## src/sv/battery_supervisor_macros.svh

```systemverilog
// Assertion macros shared by the battery supervisor modules.
`ifndef BATTERY_SUPERVISOR_MACROS_SVH
`define BATTERY_SUPERVISOR_MACROS_SVH

// Same-cycle implication, checked on every clock edge outside reset.
`define BSUP_ASSERT_IMPLIES(label, ante, cons, msg) \
	label: assert property (@(posedge clk) disable iff (!arst_n) (ante) |-> (cons)) \
		else $error(msg);

// Next-cycle implication, checked on every clock edge outside reset.
`define BSUP_ASSERT_NEXT(label, ante, cons, msg) \
	label: assert property (@(posedge clk) disable iff (!arst_n) (ante) |=> (cons)) \
		else $error(msg);

`endif

```

## src/sv/bsup_pkg.sv

```systemverilog
// Types, register codes and constants of the battery supervisor.
`default_nettype none

package bsup_pkg;

	localparam int WINDOW_LEN_DEFAULT = 50;
	localparam int WINDOW_LEN_MAX     = 256;

	localparam int VOLTS_W  = 8;
	localparam int AMPS_W   = 9;
	localparam int MS_W     = 16;
	localparam int TIME_W   = 32;
	localparam int CUR_W    = 16;
	localparam int MAG_W    = 16;
	localparam int CFG_IDX_W  = 3;
	localparam int CFG_DATA_W = 16;

	localparam int AMPS_FIELD_MAX = (2 ** AMPS_W) - 1;
	localparam int CENTI_PER_AMP  = 100;
	localparam int LIMIT_W = $clog2(AMPS_FIELD_MAX * CENTI_PER_AMP * WINDOW_LEN_MAX + 1);

	localparam logic [VOLTS_W-1:0] MIN_VOLTS_RESET      = 8'd30;
	localparam logic [VOLTS_W-1:0] MAX_VOLTS_RESET      = 8'd60;
	localparam logic [VOLTS_W-1:0] LOW_WARN_VOLTS_RESET = 8'd36;
	localparam int                 AMPS_RESET           = 30;
	localparam logic [MS_W-1:0]    CHECK_PERIOD_RESET   = 16'd300;
	localparam logic [MS_W-1:0]    WARN_INTERVAL_RESET  = 16'd5000;

	localparam logic [VOLTS_W-1:0] VOLTS_INVALID_MAX = 8'd1;

	typedef enum logic [CFG_IDX_W-1:0] {
		REG_MIN_VOLTS      = 3'd0,
		REG_MAX_VOLTS      = 3'd1,
		REG_LOW_WARN_VOLTS = 3'd2,
		REG_MAX_AVG_AMPS   = 3'd3,
		REG_CHECK_PERIOD   = 3'd4,
		REG_WARN_INTERVAL  = 3'd5
	} bsup_reg_t;

	typedef struct packed {
		logic [VOLTS_W-1:0] min_volts;
		logic [VOLTS_W-1:0] max_volts;
		logic [VOLTS_W-1:0] low_warn_volts;
		logic [LIMIT_W-1:0] avg_limit;
		logic [MS_W-1:0]    check_period;
		logic [MS_W-1:0]    warn_interval;
	} bsup_cfg_t;

endpackage

`default_nettype wire

```

## src/sv/bsup_cfg.sv

```systemverilog
// Configuration registers, including the precomputed window sum limit.
`default_nettype none

module bsup_cfg
	import bsup_pkg::*;
#(
	parameter int WINDOW_LEN = WINDOW_LEN_DEFAULT
) (
	input  wire logic                  clk,
	input  wire logic                  arst_n,
	input  wire logic                  wr_en,
	input  wire logic [CFG_IDX_W-1:0]  wr_index,
	input  wire logic [CFG_DATA_W-1:0] wr_data,
	output bsup_cfg_t                  cfg
);

	localparam logic [LIMIT_W-1:0] LIMIT_RESET =
		LIMIT_W'(AMPS_RESET * CENTI_PER_AMP * WINDOW_LEN);

	bsup_cfg_t cfg_q;

	logic [LIMIT_W-1:0] limit_wr;

	// The limit is amps times 100 times the window length, kept in centiamps.
	assign limit_wr = LIMIT_W'(32'(wr_data[AMPS_W-1:0]) * 32'(CENTI_PER_AMP * WINDOW_LEN));

	always_ff @(posedge clk or negedge arst_n) begin
		if (!arst_n) begin
			cfg_q.min_volts      <= MIN_VOLTS_RESET;
			cfg_q.max_volts      <= MAX_VOLTS_RESET;
			cfg_q.low_warn_volts <= LOW_WARN_VOLTS_RESET;
			cfg_q.avg_limit      <= LIMIT_RESET;
			cfg_q.check_period   <= CHECK_PERIOD_RESET;
			cfg_q.warn_interval  <= WARN_INTERVAL_RESET;
		end else if (wr_en) begin
			unique case (wr_index)
				REG_MIN_VOLTS:      cfg_q.min_volts      <= wr_data[VOLTS_W-1:0];
				REG_MAX_VOLTS:      cfg_q.max_volts      <= wr_data[VOLTS_W-1:0];
				REG_LOW_WARN_VOLTS: cfg_q.low_warn_volts <= wr_data[VOLTS_W-1:0];
				REG_MAX_AVG_AMPS:   cfg_q.avg_limit      <= limit_wr;
				REG_CHECK_PERIOD:   cfg_q.check_period   <= wr_data[MS_W-1:0];
				REG_WARN_INTERVAL:  cfg_q.warn_interval  <= wr_data[MS_W-1:0];
				default: begin
				end
			endcase
		end
	end

	assign cfg = cfg_q;

endmodule

`default_nettype wire

```

## src/sv/bsup_window.sv

```systemverilog
// Current magnitude window memory with running sum and prefetched oldest entry.
`default_nettype none
`include "battery_supervisor_macros.svh"

module bsup_window
	import bsup_pkg::*;
#(
	parameter int WINDOW_LEN = WINDOW_LEN_DEFAULT,
	parameter int SUM_W      = $clog2(WINDOW_LEN * (2 ** (MAG_W - 1)) + 1)
) (
	input  wire logic             clk,
	input  wire logic             arst_n,
	input  wire logic             push,
	input  wire logic [MAG_W-1:0] magnitude,
	output logic      [SUM_W-1:0] sum_next
);

	localparam int SLOT_W = $clog2(WINDOW_LEN);
	localparam logic [SLOT_W-1:0] SLOT_LAST = SLOT_W'(WINDOW_LEN - 1);

	logic [MAG_W-1:0]      mem [WINDOW_LEN];
	logic [WINDOW_LEN-1:0] vld_q;
	logic [SLOT_W-1:0]     slot_q;
	logic [SLOT_W-1:0]     slot_nxt;
	logic [MAG_W-1:0]      rd_q;
	logic                  rdv_q;
	logic [SUM_W-1:0]      sum_q;
	logic [MAG_W-1:0]      oldest;

	assign slot_nxt = (slot_q == SLOT_LAST) ? '0 : slot_q + 1'b1;

	// The entry at slot_q is always waiting in rd_q; an entry never written reads as zero.
	assign oldest   = rdv_q ? rd_q : '0;
	assign sum_next = sum_q - SUM_W'(oldest) + SUM_W'(magnitude);

	always_ff @(posedge clk) begin
		if (push) begin
			mem[slot_q] <= magnitude;
			rd_q        <= mem[slot_nxt];
		end
	end

	always_ff @(posedge clk or negedge arst_n) begin
		if (!arst_n) begin
			vld_q  <= '0;
			slot_q <= '0;
			rdv_q  <= 1'b0;
			sum_q  <= '0;
		end else if (push) begin
			vld_q[slot_q] <= 1'b1;
			slot_q        <= slot_nxt;
			rdv_q         <= vld_q[slot_nxt];
			sum_q         <= sum_next;
		end
	end

	`BSUP_ASSERT_IMPLIES(a_slot_range, 1'b1, slot_q <= SLOT_LAST, "window slot out of range")
	`BSUP_ASSERT_NEXT(a_sum_hold, !push, $stable(sum_q), "window sum changed without a push")
	`BSUP_ASSERT_NEXT(a_slot_moves, push, !$stable(slot_q), "window slot did not advance")

endmodule

`default_nettype wire

```

## src/sv/battery_supervisor.sv

```systemverilog
// Top level of the battery supervisor: input register, checks and result register.
//
//  channel   direction  handshake                payload
//  sample    in         sample_valid/stall       now_ms, battery_volts, current_centiamps
//  result    out        result_valid/stall       sample_used, range_alarm, two warnings
//  cfg       in         cfg_valid/cfg_ready      cfg_index, cfg_data
//
// Each sample passes from acceptance into the input register, then through the checks
// into the result register. A new sample is accepted every cycle while sample_stall is low.
// The window sum and the oldest window entry, prefetched from the window memory, are
// ready each cycle, so the rate is one sample per cycle while the result is not stalled.
// Reset restores the register defaults and an all-zero window; no clearing pass is needed.
// A stalled result holds the input register, and sample_stall rises only when both are full.
`default_nettype none
`include "battery_supervisor_macros.svh"

module battery_supervisor
	import bsup_pkg::*;
#(
	parameter int WINDOW_LEN = WINDOW_LEN_DEFAULT
) (
	input  wire logic                    clk,
	input  wire logic                    arst_n,
	input  wire logic                    sample_valid,
	output logic                         sample_stall,
	input  wire logic [TIME_W-1:0]       now_ms,
	input  wire logic [VOLTS_W-1:0]      battery_volts,
	input  wire logic signed [CUR_W-1:0] current_centiamps,
	output logic                         result_valid,
	input  wire logic                    result_stall,
	output logic                         sample_used,
	output logic                         range_alarm,
	output logic                         low_voltage_warning,
	output logic                         high_current_warning,
	input  wire logic                    cfg_valid,
	output logic                         cfg_ready,
	input  wire logic [CFG_IDX_W-1:0]    cfg_index,
	input  wire logic [CFG_DATA_W-1:0]   cfg_data
);

	localparam int SUM_W = $clog2(WINDOW_LEN * (2 ** (MAG_W - 1)) + 1);
	localparam int CMP_W = (SUM_W > LIMIT_W) ? SUM_W : LIMIT_W;

	bsup_cfg_t cfg;

	logic                    valid_s1;
	logic [TIME_W-1:0]       now_s1;
	logic [VOLTS_W-1:0]      volts_s1;
	logic signed [CUR_W-1:0] cur_s1;

	logic [TIME_W-1:0] last_check_q;
	logic [TIME_W-1:0] last_vwarn_q;
	logic [TIME_W-1:0] last_cwarn_q;

	logic              adv;
	logic              proc;
	logic              used;
	logic              push;
	logic [TIME_W-1:0] since_check;
	logic [TIME_W-1:0] since_vwarn;
	logic [TIME_W-1:0] since_cwarn;
	logic [MAG_W-1:0]  magnitude;
	logic [SUM_W-1:0]  sum_next;
	logic              volts_ok;
	logic              alarm;
	logic              in_window;
	logic              vwarn;
	logic              cwarn;

	bsup_cfg #(
		.WINDOW_LEN(WINDOW_LEN)
	) u_cfg (
		.clk     (clk),
		.arst_n  (arst_n),
		.wr_en   (cfg_valid),
		.wr_index(cfg_index),
		.wr_data (cfg_data),
		.cfg     (cfg)
	);

	bsup_window #(
		.WINDOW_LEN(WINDOW_LEN),
		.SUM_W     (SUM_W)
	) u_window (
		.clk      (clk),
		.arst_n   (arst_n),
		.push     (push),
		.magnitude(magnitude),
		.sum_next (sum_next)
	);

	assign cfg_ready = 1'b1;

	assign adv          = !result_valid || !result_stall;
	assign sample_stall = valid_s1 && !adv;
	assign proc         = valid_s1 && adv;

	assign since_check = now_s1 - last_check_q;
	assign since_vwarn = now_s1 - last_vwarn_q;
	assign since_cwarn = now_s1 - last_cwarn_q;

	assign used = since_check >= TIME_W'(cfg.check_period);
	assign push = proc && used;

	// The most negative current negates to 0x8000, which is its magnitude when read unsigned.
	assign magnitude = cur_s1[CUR_W-1] ? $unsigned(-cur_s1) : $unsigned(cur_s1);

	assign volts_ok  = volts_s1 > VOLTS_INVALID_MAX;
	assign alarm     = volts_ok && (volts_s1 < cfg.min_volts || volts_s1 > cfg.max_volts);
	assign in_window = volts_ok && !alarm;

	assign vwarn = used && in_window && volts_s1 < cfg.low_warn_volts
		&& since_vwarn > TIME_W'(cfg.warn_interval);
	assign cwarn = used && in_window && CMP_W'(sum_next) > CMP_W'(cfg.avg_limit)
		&& since_cwarn > TIME_W'(cfg.warn_interval);

	always_ff @(posedge clk or negedge arst_n) begin
		if (!arst_n) begin
			valid_s1 <= 1'b0;
		end else if (!sample_stall) begin
			valid_s1 <= sample_valid;
		end
	end

	always_ff @(posedge clk) begin
		if (sample_valid && !sample_stall) begin
			now_s1   <= now_ms;
			volts_s1 <= battery_volts;
			cur_s1   <= current_centiamps;
		end
	end

	always_ff @(posedge clk or negedge arst_n) begin
		if (!arst_n) begin
			last_check_q <= '0;
			last_vwarn_q <= '0;
			last_cwarn_q <= '0;
		end else if (push) begin
			last_check_q <= now_s1;
			if (vwarn) begin
				last_vwarn_q <= now_s1;
			end
			if (cwarn) begin
				last_cwarn_q <= now_s1;
			end
		end
	end

	always_ff @(posedge clk or negedge arst_n) begin
		if (!arst_n) begin
			result_valid <= 1'b0;
		end else if (adv) begin
			result_valid <= valid_s1;
		end
	end

	always_ff @(posedge clk) begin
		if (proc) begin
			sample_used          <= used;
			range_alarm          <= used && alarm;
			low_voltage_warning  <= vwarn;
			high_current_warning <= cwarn;
		end
	end

	`BSUP_ASSERT_IMPLIES(a_alarm_excl, result_valid && range_alarm, !low_voltage_warning && !high_current_warning, "warning given with range alarm")
	`BSUP_ASSERT_IMPLIES(a_flags_used, result_valid && !sample_used, !range_alarm && !low_voltage_warning && !high_current_warning, "flag set on an unused sample")
	`BSUP_ASSERT_NEXT(a_check_hold, !push, $stable(last_check_q), "check time moved without a used sample")

endmodule

`default_nettype wire
```

## config.mk

```make
export PLATFORM = sky130hd
export DESIGN_NAME = battery_supervisor
export DESIGN_NICKNAME = d
export VERILOG_FILES = /design/src/sv/bsup_pkg.sv /design/src/sv/bsup_cfg.sv /design/src/sv/bsup_window.sv /design/src/sv/battery_supervisor.sv
export VERILOG_INCLUDE_DIRS = /design/src /design/src/sv
export SDC_FILE = /design/constraint.sdc
export NUM_CORES = 2
export LEC_CHECK = 0
export BUFFER_PORTS_ARGS = -buffer_cell sky130_fd_sc_hd__buf_2
export CORE_MARGIN = 5
export CORE_UTILIZATION = 50
export DETAILED_ROUTE_END_ITERATION = 8
export PLACE_DENSITY_LB_ADDON = 0.05
export SETUP_SLACK_MARGIN = 0.1
export SYNTH_ARGS = -nofsm -noshare
export SYNTH_HDL_FRONTEND = slang
export SYNTH_SLANG_ARGS = --single-unit
```

## constraint.sdc

```tcl
create_clock -name clk -period 8.54 [get_ports clk]
set_input_delay 1.708 -clock clk [delete_from_list [all_inputs] [get_ports clk]]
set_output_delay 1.708 -clock clk [all_outputs]
set_load 0.1 [all_outputs]
```

# Word-level counts from Yosys, hierarchy flattened
# Memories as Yosys holds them, arrays and structs flattened. A register that Yosys moved wholly into a read port is not among the register bits.
# Index checks and enable logic that the tools add are counted.
# word_totals
ff_bits,311
mem_bits_rw,800
input_bits,80
output_inout_bits,7
word_cells,87
n_memories,1
# mem_list
name,depth,width,rd,rd_ports_with_merged_regs,wr,line,text
u_window.mem,50,16,1,1,1,bsup_window.sv:21,logic [MAG_W-1:0] mem [WINDOW_LEN];
# op_classes
add_sub_neg,7
mul,1
magnitude_cmp,11
n_eq_ne,6
mux,9
bitwise_logic,1
n_reduce_logical,29
# op_table
operator,count
$sub A32 B32 Y32,3
$gt A32 B16 Y1,2
$or A50 B50 Y50,1
$ge A32 B16 Y1,1
$mux W16,2
$gt A21 B22 Y1,1
$add A21 B16 Y21,1
$sub A21 B16 Y21,1
$mul A9 B10 Y19 const B,1
$lt A8 B8 Y1,2
$neg A16 Y16,1
$reduce_and A2 Y1,8
$lt A6 B7 Y1 const B,2
$logic_and A1 B1 Y1,13
$gt A8 B1 Y1 const B,1
$gt A8 B8 Y1,1
$add A6 B1 Y6 const B,1
$bmux W1 S6,1
$demux W1 S6,1
$eq A3 B2 Y1 const B,2
$eq A3 B3 Y1 const B,2
$eq A6 B6 Y1 const B,1
$ge A6 B1 Y1 const B,1
$mux W6,1
5 further kinds,13

# Depth between registers and ports, before layout
# depth
depth_word,9
depth_mapped,28
mapped_depth_nobuf,27

# Cells and area by module
# From an unflattened synthesis, not the netlist that was laid out.
# unflattened
hier_cells,4431
hier_area_um2,56416.6
# modules_own_cells
mod,n_inst,cells_per_inst,area_each_um2,seq_area_each_um2
bsup_window,1,2458,37442.2,26455.4
battery_supervisor,1,1619,14684.1,4254.1
bsup_cfg,1,354,4290.4,1910.6

# Least setup slack after synthesis
# OpenSTA, ideal clock, no wires.
# synth_timing
kind,register -> register
from,register cur_s1[0]
to,register last_cwarn_q[10]
setup_time_ns,0.125
arrival_time_ns,7.783
t_required_ns,8.415
path_slack_ns,0.632
stages_incl_launch_ff,28
n_path_buf,1
synth_period_minus_slack_ns,7.908
cell_sequence,edfxtp_1 inv_1 ha_1 nand2b_1 xnor2_1 inv_1 fa_1 inv_1 ha_1 a21oi_1 nor2b_1 o21a_1 o41ai_1 o31ai_1 a2111o_1 a31o_2 a21oi_1 xnor2_1 ha_1 a21o_1 a21oi_1 nor2_1 mux2_2 o21a_1 o41ai_2 nor3_2 buf_6 mux2_4
# synth_via
elab_chain_len,7
# synth_rtl
element,line,text
from (decl),battery_supervisor.sv:49,logic signed [CUR_W-1:0] cur_s1;
from (signal assigned),battery_supervisor.sv:129,cur_s1 <= current_centiamps;
$neg A16 Y16,battery_supervisor.sv:106,assign magnitude = cur_s1[CUR_W-1] ? $unsigned(-cur_s1) : $unsigned(cur_s1);
$mux W16,battery_supervisor.sv:106,
named net magnitude[2],battery_supervisor.sv:62,logic [MAG_W-1:0] magnitude;
$add A21 B16 Y21,bsup_window.sv:34,assign sum_next = sum_q - SUM_W'(oldest) + SUM_W'(magnitude);
named net sum_next[19],battery_supervisor.sv:63,logic [SUM_W-1:0] sum_next;
$gt A21 B22 Y1,battery_supervisor.sv:114,assign cwarn = used && in_window && CMP_W'(sum_next) > CMP_W'(cfg.avg_limit)
$logic_and A1 B1 Y1,battery_supervisor.sv:114,
$logic_and A1 B1 Y1,battery_supervisor.sv:115,&& since_cwarn > TIME_W'(cfg.warn_interval);
$reduce_and A2 Y1 (no source line),--,
to (signal assigned),battery_supervisor.sv:144,last_cwarn_q <= now_s1;
to (decl),battery_supervisor.sv:53,logic [TIME_W-1:0] last_cwarn_q;
# The timed path passes the listed nets, and every way through them passes these cells.
# A chain may end at the register's enable or synchronous reset.

# Worst setup path in the final report
# layout_timing
from,register cur_s1[0]
to,register last_cwarn_q[0]
# The elaborated chain is that of the path after synthesis.

==> Implementation_results.wiki <==
{| class="wikitable"
! Metric !! Value
|-
| Synth top area share || 49.4%
|-
| Hold_buf cts || 0
|-
| Cts bufs inserted || 117
|-
| Crit Path Class || flip-flop to flip-flop
|-
| Top Ports || 87
|-
| Max rail drop VDD || 0.229 mV
|-
| Endpoint arrival time on the critical path || 7960 ps
|-
| Cell area after synthesis || approximately 0.053 mm^2
|-
| Clock tree from TritonCTS || built
|-
| Dominant cells by area after synthesis || sky130_fd_sc_hd__edfxtp_1 49%, sky130_fd_sc_hd__dfrtp_1 11%, sky130_fd_sc_hd__ha_1 5.9%
|-
| Total length of routed wires || 136000 um
|-
| Number of unique standard cell types used by synthesis || between 70 and 80
|-
| Worst skew pair latency || 730 ps
|-
| Buffers inserted during post-CTS setup optimization || 0
|-
| Seq cells post-synth || ~1100
|-
| Pin slew with the least headroom to its limit || 1110 ps
|-
| Total via count after detailed routing || around 33000
|-
| GPL Wtd Cong || 0.863
|-
| Number of violations of the max-capacitance limit || 0
|-
| Aggregate global routing overflow || 0
|-
| Critical Path Sink Type || flip-flop
|-
| Outcome || finished, final reports clean
|-
| Pre-CTS WS || 1110 ps
|-
| Std-Cell Core Area || between 0.1 and 0.15 mm^2
|-
| Final Max Tran Viols || 0
|-
| Setup repair after global routing missed its margin || false
|-
| Type of origin of the critical path || flip-flop
|-
| Total negative setup slack || 0 ps
|-
| Die H || 336 um
|-
| Synth Area per Inst || 13.4 um^2
|-
| Cell count after synthesis || 3984
|-
| Number of flops mapped to enable cells by yosys || 876
|-
| Final setup violating endpoints || 0
|-
| Seq/Total Area, Yosys || 61.2%
|-
| Master cell of the clock root buffer || sky130_fd_sc_hd__clkbuf_16
|-
| Starting density of the core || 50.5%
|-
| Combined global-route utilization of all metal layers || 23.7%
|-
| Die Span X || 336 um
|-
| Routed vias/inst || 5.92
|-
| Period utilization || 86.5%
|-
| Post-CTS Resized || 0
|-
| Pre-antenna DRT Iters || 6
|-
| Count of nets after finishing || 4439
|-
| Worst Hold Path Cells || 1
|-
| Min Clock Period, post-route || 7390 ps
|-
| Cells on worst reg2reg path || 29
|-
| Critical path peak fanout || 26
|-
| Growth of design area from synthesis to finish || 11.5%
|-
| Leakage power figure || 22.0 nW
|-
| Port Buffers || 85
|-
| Fin worst setup slack || 1150 ps
|-
| Clock Sink Count || 1127
|-
| Share of post-route cells with drive strength above 1 || around 16%
|-
| Post-DRT Antenna Nets || 0
|-
| Standard-cell rows || ~120
|-
| Setup clock skew after layout || ~48 ps
|-
| Critical-path top delay cell || sky130_fd_sc_hd__o41ai_1
|-
| Max Root-Sink Buffers || 3
|-
| Maximum cell stage delay along the critical path || ~800 ps
|-
| Synth area leader || sky130_fd_sc_hd__edfxtp_1
|-
| Min-Delay Path Class || flip-flop to flip-flop
|-
| H-tree depth || 3
|-
| Top-count cell post-synth || sky130_fd_sc_hd__edfxtp_1
|-
| Hold violation count in the final report || 0
|-
| Async set or reset register ratio after synthesis || 22.3%
|-
| Data required time of the worst path || 9110 ps
|-
| Clock input transition at the sequential cells of the worst setup and hold paths || roughly 60 ps
|-
| Max_slew headroom || about 25%
|-
| Commonest register cell after synthesis || sky130_fd_sc_hd__edfxtp_1
|-
| HPWL after DPL || between 80000 and 90000 um
|-
| Global-route wire length before repair || 204000 um
|-
| Number of antenna violations at the first check in global routing || 3
|-
| Maximum number of pins on one net before global-route repair || 135
|-
| Iteration-0 DRC Markers || 2513
|-
| Synth warnings || 0
|-
| Die area || around 0.11 mm^2
|-
| Peak Freq || ~0.14 GHz
|-
| Average wire per cell in the routed design || 24.3 um
|-
| Power density of the placed cells || 361 mW/mm^2
|-
| Most frequent cells after synthesis || 876 x sky130_fd_sc_hd__edfxtp_1, 326 x sky130_fd_sc_hd__nand2_1, 267 x sky130_fd_sc_hd__inv_1
|-
| Residual DRC || 0
|-
| Number of global-route vias before repair || 32400
|-
| Post-Synthesis Net Count || between 4000 and 5000
|}
-- kinds of logic after synthesis --
kind of cell / after synthesis / share of synthesized area [%]
flops: 1127 / 61.2
compound gates: 987 / 12.1
simple gates: 723 / 6.25
buf+inv: 479 / 3.48
fa+ha+maj: 285 / 7.18
mux: 268 / 7.95
xor+xnor: 114 / 1.87
other cells: 1 / 0.00704
-- state kept, by name, indices dropped and copies added, names as in the netlist, 21 cells and up --
name,cells
u_window.mem,800
u_cfg.cfg,75
u_window.vld_q,50
last_check_q,32
last_cwarn_q,32
last_vwarn_q,32
now_s1,32
u_window.sum_q,21
-- power by group --
part	switching (mW)	total, mW	internal [mW]	leakage (nW)
clock network	2.15	4.97	2.82	1.84
registers	0.360	7.04	6.68	10.9
logic	5.70	9.43	3.72	9.21
-- stage by stage --
step	std cells	power (mW)	hold WS, ps	utilization [%]	cell area (um^2)
5_1_grt	5566	22.8	484	56.3	59400
6_report	5568	21.4	470	56.3	59400
3_3_place_gp	5346	16.5	450	52.7	55600
3_5_place_dp	5346	16.6	456	52.7	55600
4_1_cts	5566	21.6	470	56.3	59400
2_1_floorplan	3984	13.7	434	-	53300
-- final cells by class --
class | instances | area, um^2
Fill cell | 8543 | 46200
Sequential cell | 1127 | 32600
Multi-Input combinational cell | 2378 | 19100
Clock buffer | 161 | 3260
Tap cell | 1391 | 1740
Timing Repair Buffer | 183 | 1210
Inverter | 267 | 1000
Clock inverter | 59 | 515
Antenna cell | 2 | 5.00
-- critical path, delay by kind of cell, from the launching register on --
family / cells / cell delay (ps)
xor+xnor: 1 / 120
flops: 1 / 350
compound gates: 13 / 3160
buf+inv: 5 / 850
simple gates: 4 / 840
mux: 2 / 530
fa+ha+maj: 4 / 1360
-- final timing paths --
path | from | endpoint | slack [ps]
max | cur_s1[0] | last_cwarn_q[0] | 1150
min | u_window.vld_q[17] | u_window.vld_q[17] | 470
max reg2reg | cur_s1[0] | last_cwarn_q[0] | 1150
min reg2reg | u_window.vld_q[17] | u_window.vld_q[17] | 470
max in group asynchronous | arst_n | u_window.slot_q[0] | 6050
min in group asynchronous | arst_n | u_cfg.cfg[64] | 1070
-- layout by cell type, fill, tap and decap left out, types with 35 or more instances in the layout --
| cell | synthesis | layout |
|---|---|---|
| sky130_fd_sc_hd__o221ai_1 | 72 | 72 |
| sky130_fd_sc_hd__a21oi_1 | 182 | 182 |
| sky130_fd_sc_hd__o21bai_1 | 60 | 60 |
| sky130_fd_sc_hd__buf_4 | 1 | 95 |
| sky130_fd_sc_hd__nand4_1 | 40 | 40 |
| sky130_fd_sc_hd__dfrtp_1 | 224 | 223 |
| sky130_fd_sc_hd__nor2_1 | 136 | 132 |
| sky130_fd_sc_hd__clkbuf_16 | 0 | 120 |
| sky130_fd_sc_hd__edfxtp_1 | 876 | 876 |
| sky130_fd_sc_hd__a31oi_1 | 46 | 46 |
| sky130_fd_sc_hd__xor2_1 | 37 | 37 |
| sky130_fd_sc_hd__fa_1 | 35 | 35 |
| sky130_fd_sc_hd__mux4_2 | 101 | 101 |
| sky130_fd_sc_hd__ha_1 | 250 | 250 |
| sky130_fd_sc_hd__xnor2_1 | 77 | 64 |
| sky130_fd_sc_hd__o22ai_1 | 124 | 124 |
| sky130_fd_sc_hd__a311oi_1 | 36 | 36 |
| sky130_fd_sc_hd__nand2_1 | 326 | 325 |
| sky130_fd_sc_hd__buf_2 | 24 | 84 |
| sky130_fd_sc_hd__inv_1 | 267 | 267 |
| sky130_fd_sc_hd__mux2_2 | 106 | 105 |
| sky130_fd_sc_hd__a211oi_1 | 81 | 81 |
| sky130_fd_sc_hd__o21ai_0 | 212 | 211 |
| sky130_fd_sc_hd__a21o_1 | 53 | 53 |
| sky130_fd_sc_hd__nand3_1 | 54 | 54 |
-- layer usage --
layer | vias to the layer above | GRT usage [%] | part of all wire, %
met5 | - | 0 | 0
met3 | 198 | 2.98 | 4.9
met1 | 16600 | 33.1 | 43
li1 | 15300 | - | -
met2 | 852 | 39.6 | 48
met4 | 0 | 7.12 | 3.2
No activity file was read; power rests on OpenSTA's default activity.
